<file path="config.mk">
export PLATFORM = sky130hd
export DESIGN_NAME = nearest_segment_search_unit
export DESIGN_NICKNAME = d
export VERILOG_FILES = /design/src/hdl/nss_pkg.sv /design/src/hdl/nss_dp.sv /design/src/hdl/nss_ctrl.sv /design/src/hdl/nearest_segment_search_unit.sv
export SDC_FILE = /design/constraint.sdc
export NUM_CORES = 2
export LEC_CHECK = 0
export BUFFER_PORTS_ARGS = -buffer_cell sky130_fd_sc_hd__buf_2
export CAP_MARGIN = 5
export CORE_ASPECT_RATIO = 1.75
export CORE_MARGIN = 2
export CORE_UTILIZATION = 39
export DETAILED_ROUTE_END_ITERATION = 16
export PLACE_DENSITY = 0.53
export SYNTH_ARGS = -nofsm -noshare
export SYNTH_HDL_FRONTEND = slang
export SYNTH_SLANG_ARGS = --single-unit
</file>
<file path="constraint.sdc">
create_clock -name clk_i -period 37.7 [get_ports clk_i]
set_clock_uncertainty 0.15 [all_clocks]
set_input_delay 7.54 -clock clk_i [delete_from_list [all_inputs] [get_ports clk_i]]
set_output_delay 7.54 -clock clk_i [all_outputs]
set_load 0.05 [all_outputs]
</file>
<file path="src/hdl/nss_pkg.sv">
package nss_pkg;

  localparam int COORD_W = 16;
  localparam int INDEX_W = 16;
  localparam int FRAC_W  = 16;
  localparam int FQ_W    = FRAC_W + 1;
  localparam int DIST_W  = 2 * COORD_W + 2;
  localparam int DIFF_W  = COORD_W + 1;       // v - q
  localparam int EDGE_W  = COORD_W + 2;       // v1 - v0
  localparam int MUL_W   = EDGE_W + 1;        // shared multiplier operand
  localparam int PROD_W  = 2 * MUL_W;
  localparam int ACC_W   = PROD_W;            // dot product accumulator
  localparam int ESQ_W   = 2 * COORD_W + 4;   // |e|^2, also bound on d
  localparam int HALF_W  = ESQ_W / 2;
  localparam int SQ_W    = 2 * ESQ_W;         // d^2
  localparam int QUO_W   = ESQ_W;
  localparam int CNT_W   = $clog2(QUO_W);

  typedef enum logic [1:0] {
    GRP_DOT,
    GRP_ESQ,
    GRP_ASQ,
    GRP_BSQ
  } grp_e;

  typedef enum logic [1:0] {
    REG_QUERY_X,
    REG_QUERY_Y,
    REG_QUERY_Z
  } cfg_reg_e;

  typedef struct packed {
    logic signed [COORD_W-1:0] start_x;
    logic signed [COORD_W-1:0] start_y;
    logic signed [COORD_W-1:0] start_z;
    logic signed [COORD_W-1:0] end_x;
    logic signed [COORD_W-1:0] end_y;
    logic signed [COORD_W-1:0] end_z;
    logic [INDEX_W-1:0]        segment_index;
    logic                      last_segment;
  } seg_t;

  typedef struct packed {
    logic [INDEX_W-1:0] best_index;
    logic [FQ_W-1:0]    best_fraction;
    logic [DIST_W-1:0]  best_distance_sq;
  } res_t;

  typedef struct packed {
    logic       load;
    logic       mul_en;
    grp_e       grp;
    logic [1:0] comp;
    logic       sq_en;
    logic       div_load_frac;
    logic       div_load_corr;
    logic       div_step;
    logic       finish;
  } cmd_t;

  typedef struct packed {
    logic proj;
    logic last;
    logic out_stall;
  } sts_t;

endpackage

</file>
<file path="src/hdl/nss_dp.sv">
module nss_dp (
  input  logic             clk_i,
  input  logic             rst_ni,
  input  logic             cfg_valid_i,
  input  logic [1:0]       cfg_index_i,
  input  logic [nss_pkg::COORD_W-1:0] cfg_data_i,
  input  nss_pkg::seg_t    seg_i,
  input  nss_pkg::cmd_t    cmd_i,
  output nss_pkg::sts_t    sts_o,
  output nss_pkg::res_t    res_o,
  output logic             res_valid_o,
  input  logic             res_ready_i
);
  import nss_pkg::*;

  logic signed [COORD_W-1:0] qx_q, qy_q, qz_q;
  logic signed [DIFF_W-1:0]  ax_q, ay_q, az_q, bx_q, by_q, bz_q;
  logic signed [DIFF_W-1:0]  ax_d, ay_d, az_d, bx_d, by_d, bz_d;
  logic signed [EDGE_W-1:0]  ex_q, ey_q, ez_q;
  logic [INDEX_W-1:0]        idx_q;
  logic                      last_q;

  logic signed [ACC_W-1:0]   dot_q;
  logic [ESQ_W-1:0]          esq_q;
  logic [DIST_W-1:0]         asq_q, bsq_q;
  logic [SQ_W-1:0]           sq_q;

  logic signed [MUL_W-1:0]   op_a, op_b;
  logic signed [PROD_W-1:0]  prod;
  logic signed [ACC_W-1:0]   acc_base, acc_sum;

  logic signed [ACC_W-1:0]   d_val;
  logic [ESQ_W-1:0]          d_mag;
  logic [HALF_W-1:0]         d_lo, d_hi;
  logic                      proj;

  logic [ESQ_W-1:0]          rem_q, sh_q;
  logic [QUO_W-1:0]          quo_q;
  logic [FQ_W-1:0]           frac_q;
  logic [ESQ_W:0]            trial, trial_diff;
  logic                      trial_ge;

  logic [QUO_W:0]            corr, a_ext;
  logic [DIST_W-1:0]         cand_dist;
  logic [FQ_W-1:0]           frac;
  logic                      take;

  logic [DIST_W-1:0]         min_dist_q;
  logic [INDEX_W-1:0]        min_idx_q;
  logic [FQ_W-1:0]           min_frac_q;
  logic                      have_q;
  logic [DIST_W-1:0]         n_dist;
  logic [INDEX_W-1:0]        n_idx;
  logic [FQ_W-1:0]           n_frac;

  res_t                      res_q;
  logic                      res_valid_q;

  // configuration
  always_ff @(posedge clk_i or negedge rst_ni) begin
    if (!rst_ni) begin
      qx_q <= '0;
      qy_q <= '0;
      qz_q <= '0;
    end else if (cfg_valid_i) begin
      case (cfg_index_i)
        REG_QUERY_X: qx_q <= cfg_data_i;
        REG_QUERY_Y: qy_q <= cfg_data_i;
        REG_QUERY_Z: qz_q <= cfg_data_i;
        default: ;
      endcase
    end
  end

  assign ax_d = DIFF_W'(seg_i.start_x) - DIFF_W'(qx_q);
  assign ay_d = DIFF_W'(seg_i.start_y) - DIFF_W'(qy_q);
  assign az_d = DIFF_W'(seg_i.start_z) - DIFF_W'(qz_q);
  assign bx_d = DIFF_W'(seg_i.end_x) - DIFF_W'(qx_q);
  assign by_d = DIFF_W'(seg_i.end_y) - DIFF_W'(qy_q);
  assign bz_d = DIFF_W'(seg_i.end_z) - DIFF_W'(qz_q);

  always_ff @(posedge clk_i) begin
    if (cmd_i.load) begin
      ax_q   <= ax_d;
      ay_q   <= ay_d;
      az_q   <= az_d;
      bx_q   <= bx_d;
      by_q   <= by_d;
      bz_q   <= bz_d;
      ex_q   <= EDGE_W'(bx_d) - EDGE_W'(ax_d);
      ey_q   <= EDGE_W'(by_d) - EDGE_W'(ay_d);
      ez_q   <= EDGE_W'(bz_d) - EDGE_W'(az_d);
      idx_q  <= seg_i.segment_index;
      last_q <= seg_i.last_segment;
    end
  end

  assign d_val = -dot_q;
  assign d_mag = d_val[ESQ_W-1:0];
  assign d_lo  = d_mag[HALF_W-1:0];
  assign d_hi  = d_mag[ESQ_W-1:HALF_W];
  assign proj  = (esq_q != '0) && !d_val[ACC_W-1] && (d_val <= ACC_W'(esq_q));

  // shared multiplier operand select
  always_comb begin
    op_a = '0;
    op_b = '0;
    if (cmd_i.sq_en) begin
      case (cmd_i.comp)
        2'd0: begin
          op_a = MUL_W'(d_lo);
          op_b = MUL_W'(d_lo);
        end
        2'd1: begin
          op_a = MUL_W'(d_hi);
          op_b = MUL_W'(d_lo);
        end
        default: begin
          op_a = MUL_W'(d_hi);
          op_b = MUL_W'(d_hi);
        end
      endcase
    end else begin
      case (cmd_i.grp)
        GRP_DOT: begin
          case (cmd_i.comp)
            2'd0:    begin op_a = MUL_W'(ax_q); op_b = MUL_W'(ex_q); end
            2'd1:    begin op_a = MUL_W'(ay_q); op_b = MUL_W'(ey_q); end
            default: begin op_a = MUL_W'(az_q); op_b = MUL_W'(ez_q); end
          endcase
        end
        GRP_ESQ: begin
          case (cmd_i.comp)
            2'd0:    begin op_a = MUL_W'(ex_q); op_b = MUL_W'(ex_q); end
            2'd1:    begin op_a = MUL_W'(ey_q); op_b = MUL_W'(ey_q); end
            default: begin op_a = MUL_W'(ez_q); op_b = MUL_W'(ez_q); end
          endcase
        end
        GRP_ASQ: begin
          case (cmd_i.comp)
            2'd0:    begin op_a = MUL_W'(ax_q); op_b = MUL_W'(ax_q); end
            2'd1:    begin op_a = MUL_W'(ay_q); op_b = MUL_W'(ay_q); end
            default: begin op_a = MUL_W'(az_q); op_b = MUL_W'(az_q); end
          endcase
        end
        default: begin
          case (cmd_i.comp)
            2'd0:    begin op_a = MUL_W'(bx_q); op_b = MUL_W'(bx_q); end
            2'd1:    begin op_a = MUL_W'(by_q); op_b = MUL_W'(by_q); end
            default: begin op_a = MUL_W'(bz_q); op_b = MUL_W'(bz_q); end
          endcase
        end
      endcase
    end
  end

  assign prod = op_a * op_b;

  always_comb begin
    case (cmd_i.grp)
      GRP_DOT: acc_base = dot_q;
      GRP_ESQ: acc_base = ACC_W'(esq_q);
      GRP_ASQ: acc_base = ACC_W'(asq_q);
      default: acc_base = ACC_W'(bsq_q);
    endcase
    if (cmd_i.comp == 2'd0) begin
      acc_base = '0;
    end
    acc_sum = acc_base + ACC_W'(prod);
  end

  always_ff @(posedge clk_i) begin
    if (cmd_i.mul_en) begin
      case (cmd_i.grp)
        GRP_DOT: dot_q <= acc_sum;
        GRP_ESQ: esq_q <= acc_sum[ESQ_W-1:0];
        GRP_ASQ: asq_q <= acc_sum[DIST_W-1:0];
        default: bsq_q <= acc_sum[DIST_W-1:0];
      endcase
    end
    // d^2 from 18-bit halves: lo*lo + 2*hi*lo<<H + hi*hi<<2H
    if (cmd_i.sq_en) begin
      case (cmd_i.comp)
        2'd0:    sq_q <= SQ_W'(prod[ESQ_W-1:0]);
        2'd1:    sq_q <= sq_q + (SQ_W'(prod[ESQ_W-1:0]) << (HALF_W + 1));
        default: sq_q <= sq_q + (SQ_W'(prod[ESQ_W-1:0]) << ESQ_W);
      endcase
    end
  end

  // restoring divider, one quotient bit a cycle, divisor |e|^2
  assign trial      = {rem_q, sh_q[ESQ_W-1]};
  assign trial_ge   = trial >= {1'b0, esq_q};
  assign trial_diff = trial - {1'b0, esq_q};

  always_ff @(posedge clk_i) begin
    if (cmd_i.div_load_frac) begin
      rem_q <= {1'b0, d_mag[ESQ_W-1:1]};
      sh_q  <= {d_mag[0], {(ESQ_W-1){1'b0}}};
      quo_q <= '0;
    end else if (cmd_i.div_load_corr) begin
      frac_q <= quo_q[FQ_W-1:0];
      rem_q  <= sq_q[SQ_W-1:ESQ_W];
      sh_q   <= sq_q[ESQ_W-1:0];
      quo_q  <= '0;
    end else if (cmd_i.div_step) begin
      rem_q <= trial_ge ? trial_diff[ESQ_W-1:0] : trial[ESQ_W-1:0];
      sh_q  <= {sh_q[ESQ_W-2:0], 1'b0};
      quo_q <= {quo_q[QUO_W-2:0], trial_ge};
    end
  end

  // candidate for this segment
  assign corr  = (QUO_W+1)'(quo_q) + (QUO_W+1)'(rem_q != '0);
  assign a_ext = (QUO_W+1)'(asq_q);

  always_comb begin
    if (proj) begin
      frac      = frac_q;
      cand_dist = (corr <= a_ext) ? DIST_W'(a_ext - corr) : '0;
    end else if (asq_q < bsq_q) begin
      frac      = '0;
      cand_dist = asq_q;
    end else begin
      frac      = FQ_W'(1) << FRAC_W;
      cand_dist = bsq_q;
    end
  end

  assign take   = !have_q || (cand_dist < min_dist_q);
  assign n_dist = take ? cand_dist : min_dist_q;
  assign n_idx  = take ? idx_q : min_idx_q;
  assign n_frac = take ? frac : min_frac_q;

  always_ff @(posedge clk_i or negedge rst_ni) begin
    if (!rst_ni) begin
      min_dist_q  <= '1;
      min_idx_q   <= '0;
      min_frac_q  <= '0;
      have_q      <= 1'b0;
      res_valid_q <= 1'b0;
    end else begin
      if (cmd_i.finish && last_q) begin
        res_valid_q <= 1'b1;
      end else if (res_ready_i) begin
        res_valid_q <= 1'b0;
      end
      if (cmd_i.finish) begin
        if (last_q) begin
          min_dist_q  <= '1;
          min_idx_q   <= '0;
          min_frac_q  <= '0;
          have_q      <= 1'b0;
        end else begin
          min_dist_q <= n_dist;
          min_idx_q  <= n_idx;
          min_frac_q <= n_frac;
          have_q     <= 1'b1;
        end
      end
    end
  end

  always_ff @(posedge clk_i) begin
    if (cmd_i.finish && last_q) begin
      res_q.best_index       <= n_idx;
      res_q.best_fraction    <= n_frac;
      res_q.best_distance_sq <= n_dist;
    end
  end

  assign res_o       = res_q;
  assign res_valid_o = res_valid_q;

  assign sts_o.proj      = proj;
  assign sts_o.last      = last_q;
  assign sts_o.out_stall = res_valid_q && !res_ready_i;

endmodule

</file>
<file path="src/hdl/nss_ctrl.sv">
module nss_ctrl (
  input  logic          clk_i,
  input  logic          rst_ni,
  input  logic          seg_valid_i,
  output logic          seg_ready_o,
  input  nss_pkg::sts_t sts_i,
  output nss_pkg::cmd_t cmd_o
);
  import nss_pkg::*;

  typedef enum logic [2:0] {
    ST_IDLE,
    ST_MUL,
    ST_SQ,
    ST_DIVF_LD,
    ST_DIVF,
    ST_DIVC_LD,
    ST_DIVC,
    ST_FIN
  } state_e;

  state_e            state_q;
  grp_e              grp_q;
  logic [1:0]        comp_q;
  logic [CNT_W-1:0]  cnt_q;
  logic              fin_ok;

  assign fin_ok = !(sts_i.last && sts_i.out_stall);

  always_comb begin
    cmd_o               = '0;
    cmd_o.grp           = grp_q;
    cmd_o.comp          = comp_q;
    seg_ready_o         = 1'b0;
    case (state_q)
      ST_IDLE: begin
        seg_ready_o = 1'b1;
        cmd_o.load  = seg_valid_i;
      end
      ST_MUL:     cmd_o.mul_en        = 1'b1;
      ST_SQ:      cmd_o.sq_en         = 1'b1;
      ST_DIVF_LD: cmd_o.div_load_frac = 1'b1;
      ST_DIVF:    cmd_o.div_step      = 1'b1;
      ST_DIVC_LD: cmd_o.div_load_corr = 1'b1;
      ST_DIVC:    cmd_o.div_step      = 1'b1;
      ST_FIN:     cmd_o.finish        = fin_ok;
      default: ;
    endcase
  end

  always_ff @(posedge clk_i or negedge rst_ni) begin
    if (!rst_ni) begin
      state_q <= ST_IDLE;
      grp_q   <= GRP_DOT;
      comp_q  <= '0;
      cnt_q   <= '0;
    end else begin
      case (state_q)
        ST_IDLE: begin
          grp_q  <= GRP_DOT;
          comp_q <= '0;
          if (seg_valid_i) begin
            state_q <= ST_MUL;
          end
        end
        ST_MUL: begin
          if (comp_q == 2'd2) begin
            comp_q <= '0;
            if (grp_q == GRP_BSQ) begin
              state_q <= sts_i.proj ? ST_SQ : ST_FIN;
            end else begin
              grp_q <= grp_e'(grp_q + 2'd1);
            end
          end else begin
            comp_q <= comp_q + 2'd1;
          end
        end
        ST_SQ: begin
          if (comp_q == 2'd2) begin
            comp_q  <= '0;
            state_q <= ST_DIVF_LD;
          end else begin
            comp_q <= comp_q + 2'd1;
          end
        end
        ST_DIVF_LD: begin
          cnt_q   <= '0;
          state_q <= ST_DIVF;
        end
        ST_DIVF: begin
          cnt_q <= cnt_q + CNT_W'(1);
          if (cnt_q == CNT_W'(FQ_W - 1)) begin
            state_q <= ST_DIVC_LD;
          end
        end
        ST_DIVC_LD: begin
          cnt_q   <= '0;
          state_q <= ST_DIVC;
        end
        ST_DIVC: begin
          cnt_q <= cnt_q + CNT_W'(1);
          if (cnt_q == CNT_W'(QUO_W - 1)) begin
            state_q <= ST_FIN;
          end
        end
        ST_FIN: begin
          if (fin_ok) begin
            state_q <= ST_IDLE;
          end
        end
        default: state_q <= ST_IDLE;
      endcase
    end
  end

endmodule

</file>
<file path="src/hdl/nearest_segment_search_unit.sv">
// Nearest segment search.
// Write the query point through the config channel (index 0..2 = x, y, z;
// other indexes are dropped). cfg_ready_o is always high.
// Segments then arrive on seg_*; one request is taken per idle slot. Each
// segment is reduced to a candidate (index, fraction, squared distance) and
// folded into a running minimum; earlier segments win on equal distance.
// A segment with last_segment set produces one result on res_* and clears
// the running minimum for the next search.
// Work per segment, done on the single shared 19x19 multiplier and the
// radix-2 divider on |e|^2, in this order:
//   endpoint case:   accept, multiply (dot, |e|^2, |a|^2, |b|^2), finish
//   projection case: adds the multiply for d^2, then the fraction divider
//                    load and bits, the correction load and bits, before finish
// The result is valid the cycle after finish and sits in an output register;
// a new segment is accepted while it waits. Only a following last segment
// stalls in its final cycle until the receiver takes the pending result.
// Reset clears the query point to zero, the running minimum and res_valid_o.
module nearest_segment_search_unit (
  input  logic                        clk_i,
  input  logic                        rst_ni,
  input  logic                        cfg_valid_i,
  output logic                        cfg_ready_o,
  input  logic [1:0]                  cfg_index_i,
  input  logic [nss_pkg::COORD_W-1:0] cfg_data_i,
  input  logic                        seg_valid_i,
  output logic                        seg_ready_o,
  input  nss_pkg::seg_t               seg_i,
  output logic                        res_valid_o,
  input  logic                        res_ready_i,
  output nss_pkg::res_t               res_o
);
  import nss_pkg::*;

  cmd_t cmd;
  sts_t sts;

  assign cfg_ready_o = 1'b1;

  nss_ctrl u_ctrl (
    .clk_i       (clk_i),
    .rst_ni      (rst_ni),
    .seg_valid_i (seg_valid_i),
    .seg_ready_o (seg_ready_o),
    .sts_i       (sts),
    .cmd_o       (cmd)
  );

  nss_dp u_dp (
    .clk_i       (clk_i),
    .rst_ni      (rst_ni),
    .cfg_valid_i (cfg_valid_i),
    .cfg_index_i (cfg_index_i),
    .cfg_data_i  (cfg_data_i),
    .seg_i       (seg_i),
    .cmd_i       (cmd),
    .sts_o       (sts),
    .res_o       (res_o),
    .res_valid_o (res_valid_o),
    .res_ready_i (res_ready_i)
  );

endmodule
</file>
==> results by group <==
Run status
  – Status: complete, no violations

Synthesis
  – Netlist cell types: 81
  – Synth Cell Area: 62300 µm²
  – Net Count, Synth: 7718
  – Sequential share of the synthesized area: 32.0%
  – Synth Register Bits: 709
  – Post-synth EDFFs: 507
  – Mapped Avg Cell Area: 9.42 µm²
  – Yosys warns: 0
  – Asr flop ratio synth: 18.3%
  – Main synth FF type: edfxtp_1
  – Syn Inst Count: 6614

Worst hold path
  – Min-Delay Path Class: reg2reg
  – Hold-critical path depth: 0
  – Hold path endpoint: u_dp.frac_q[15]
  – Worst hold start: u_dp.quo_q[15]

Floorplanning
  – Core area: 159000 µm²
  – Die H: 533 µm
  – Effective utilization at floorplan: 39.1%
  – Num rows: 194
  – Die X: 306 µm
  – Die area: 163000 µm²
  – I/O Pins: 206

Cells and area
  – Finished Layout Cells: 8920
  – Fillers: 15638
  – Nets: 7900
  – Area of the multi-input gates: 38400 µm²
  – Commonest non-fill, non-tap cells in the layout: inv_1, nand2_1, ha_1
  – Layout cell share with drive strength beyond 1: 9.29%
  – Commonest non-fill, non-tap cell in the layout: inv_1
  – Reg area: 20000 µm²
  – Layout area overhead: 10.7%

Global route
  – Largest net degree at the start of global routing: 76
  – Number of global-route vias before repair: 52265
  – Gr usage total: 27.6%
  – First-pass GRT wire length: 332 mm
  – Congestion Overflow GR: 0
  – Initial antenna violation count: 1

STA
  – Final Max Tran Viols: 0
  – Fmax achieved: 0.0719 GHz
  – Setup TNS: 0 ns
  – PnR worst setup slack: 23.79 ns
  – Min cycle time layout: 13.91 ns
  – Worst Tran Pin Value: 1.28 ns
  – RSZ-0062 raised after global routing: no
  – Slew Limit Headroom: 14.3%
  – Fin crit share: 36.9%
  – Setup violators final: 0
  – Final Hold Fails: 0

Run
  – Max cap viols: 0

Worst setup path
  – Critical R2R Launch: u_dp.dot_q[10]
  – Max stage delay on crit path: 0.68 ns
  – Crit Path Max Fanout: 19
  – Crit start category: flop
  – Top delay family on crit path: adder cells
  – Worst EP arrival: 14.22 ns
  – Worst path bufs/invs: 6
  – Critical Path Most Common Cell: fa_1
  – R2R depth: 44
  – CP endpoint kind: flop
  – R2r endpoint: u_dp.sq_q[63]
  – Worst EP required: 38.01 ns
  – Worst R2R Setup Slack: 23.79 ns
  – Slowest-stage cell, CP: a2111oi_0
  – Kind of critical path: reg2reg

Clock network
  – Post-CTS Repair Setup Buffers: 0
  – Post-CTS Resized: 0
  – H-tree depth: 3
  – Sink Count: 709
  – Clock Latency Late Sink: 0.75 ns
  – CTS Buf Count: 78
  – Root buffer cell: clkbuf_16
  – CTS tree: built
  – Cts-stage hold buffer count: 0
  – Clock Tree Buf Depth: 3
  – Clock-pin transition on the worst setup and hold timing paths: 0.07 ns

Placement
  – Post-place setup slack: 23.83 ns
  – # port buffers: 204
  – Dpl cells: 8774
  – DP HPWL: 181 mm
  – Placer congestion estimate: 0.964

Drt
  – TritonRoute pass-1 iters: 8
  – Post-DRT Antenna Nets: 0
  – DR vias/cell: 5.61
  – Post-route DRC: 0
  – Routed wire length per instance: 25.4 µm
  – Final wirelength: 227 mm
  – Routed vias: 50018
  – Starting DRT DRC Count: 3101
per-layer routing:
metal	up-vias	routed length, µm	global-route usage, %
met5	-	0	0
met4	0	22300	22.9
met3	605	8550	2.89
met2	1541	122000	52.8
met1	24567	74400	26.3
li1	23305	-	-
registers in the layout, summed over array words and instances (netlist names), 17 cells and up:
register         count
u_dp.by_q           17
u_dp.ax_q           17
u_dp.min_dist_q     34
u_dp.sq_q           72
u_dp.dot_q          38
u_dp.az_q           17
u_dp.ay_q           17
u_dp.asq_q          34
u_dp.bsq_q          34
u_dp.esq_q          36
u_dp.bx_q           17
u_dp.bz_q           17
u_dp.ex_q           18
u_dp.min_frac_q     17
u_dp.res_o          67
u_dp.frac_q         17
u_dp.rem_q          36
u_dp.sh_q           36
u_dp.ez_q           18
u_dp.quo_q          36
u_dp.ey_q           18
synthesized netlist by cell type, types with 16 or more instances:
| cell | count | area (µm²) |
|---|---|---|
| o21ai_1 | 33 | 165 |
| a22o_1 | 22 | 193 |
| o21a_1 | 35 | 263 |
| or3_1 | 21 | 131 |
| nor3_1 | 90 | 450 |
| and2_1 | 146 | 913 |
| nor2_1 | 397 | 1490 |
| ha_1 | 584 | 7310 |
| mux2_2 | 66 | 743 |
| dfrtp_1 | 96 | 2400 |
| a211o_1 | 16 | 140 |
| o21ai_0 | 363 | 1820 |
| edfxtp_1 | 507 | 15200 |
| a222oi_1 | 34 | 340 |
| nor4_1 | 31 | 194 |
| and3_1 | 49 | 307 |
| mux2i_1 | 136 | 1360 |
| a21boi_0 | 32 | 240 |
| fa_1 | 384 | 7690 |
| a22oi_1 | 54 | 405 |
| dfstp_2 | 34 | 893 |
| nand4_1 | 44 | 275 |
| o21bai_1 | 59 | 443 |
| xor2_1 | 131 | 1150 |
| clkbuf_1 | 192 | 721 |
| inv_1 | 842 | 3160 |
| nand3_1 | 115 | 576 |
| a21oi_1 | 438 | 2190 |
| xnor2_1 | 239 | 2090 |
| buf_2 | 17 | 85.1 |
| a2bb2oi_1 | 22 | 193 |
| a221o_1 | 36 | 360 |
| a211oi_1 | 31 | 233 |
| dfxtp_1 | 72 | 1440 |
| buf_1 | 21 | 78.8 |
| a31oi_1 | 31 | 194 |
| nand2_1 | 659 | 2470 |
| o22ai_1 | 79 | 494 |
| nand2b_1 | 38 | 238 |
| a21o_1 | 159 | 1190 |
| nor2b_1 | 76 | 475 |
layout make-up:
type	instances	share of cell area, %
antenna	2	0.00726
multi-input combinational	4828	55.7
clock buffer	93	3.02
tap	2058	3.73
inverter	844	4.59
sequential	709	29.0
timing repair buffer	335	2.92
clock inverter	51	1.05
through the flow:
stage                     hold slack [ns]  cell area, µm²  util, %
after floorplan                     0.292           62300        -
after global routing                0.291           68900     43.3
after CTS                           0.284           68900     43.3
after detailed placement            0.271           66100     41.5
after global placement              0.266           66100     41.5
final                               0.289           68900     43.3
kinds of logic after synthesis:
group / after synthesis / synth area share [%]
simple gates: 1714 / 12.7
compound gates: 1573 / 16.1
buf+inv: 1077 / 6.54
fa+ha+maj: 968 / 24.1
flops: 709 / 32.0
xor+xnor: 370 / 5.20
mux: 202 / 3.38
other cells: 1 / 0.00602
worst max path at each step:
stage | start | cells after the start | to | slack [ns]
final | u_dp.dot_q[10] | 44 | u_dp.sq_q[63] | 23.79
after global placement | u_dp.dot_q[10] | 44 | u_dp.sq_q[71] | 24.00
after floorplan | seg_valid_i | 2 | u_dp.ax_q[0] | 17.47
after detailed placement | u_dp.dot_q[10] | 44 | u_dp.sq_q[71] | 23.83
after CTS | u_dp.dot_q[11] | 44 | u_dp.sq_q[63] | 23.79
after global routing | u_dp.dot_q[10] | 44 | u_dp.sq_q[71] | 23.18
Power is not shown: default switching activity piles up to over one toggle a cycle in this logic, so the estimate is an artifact.
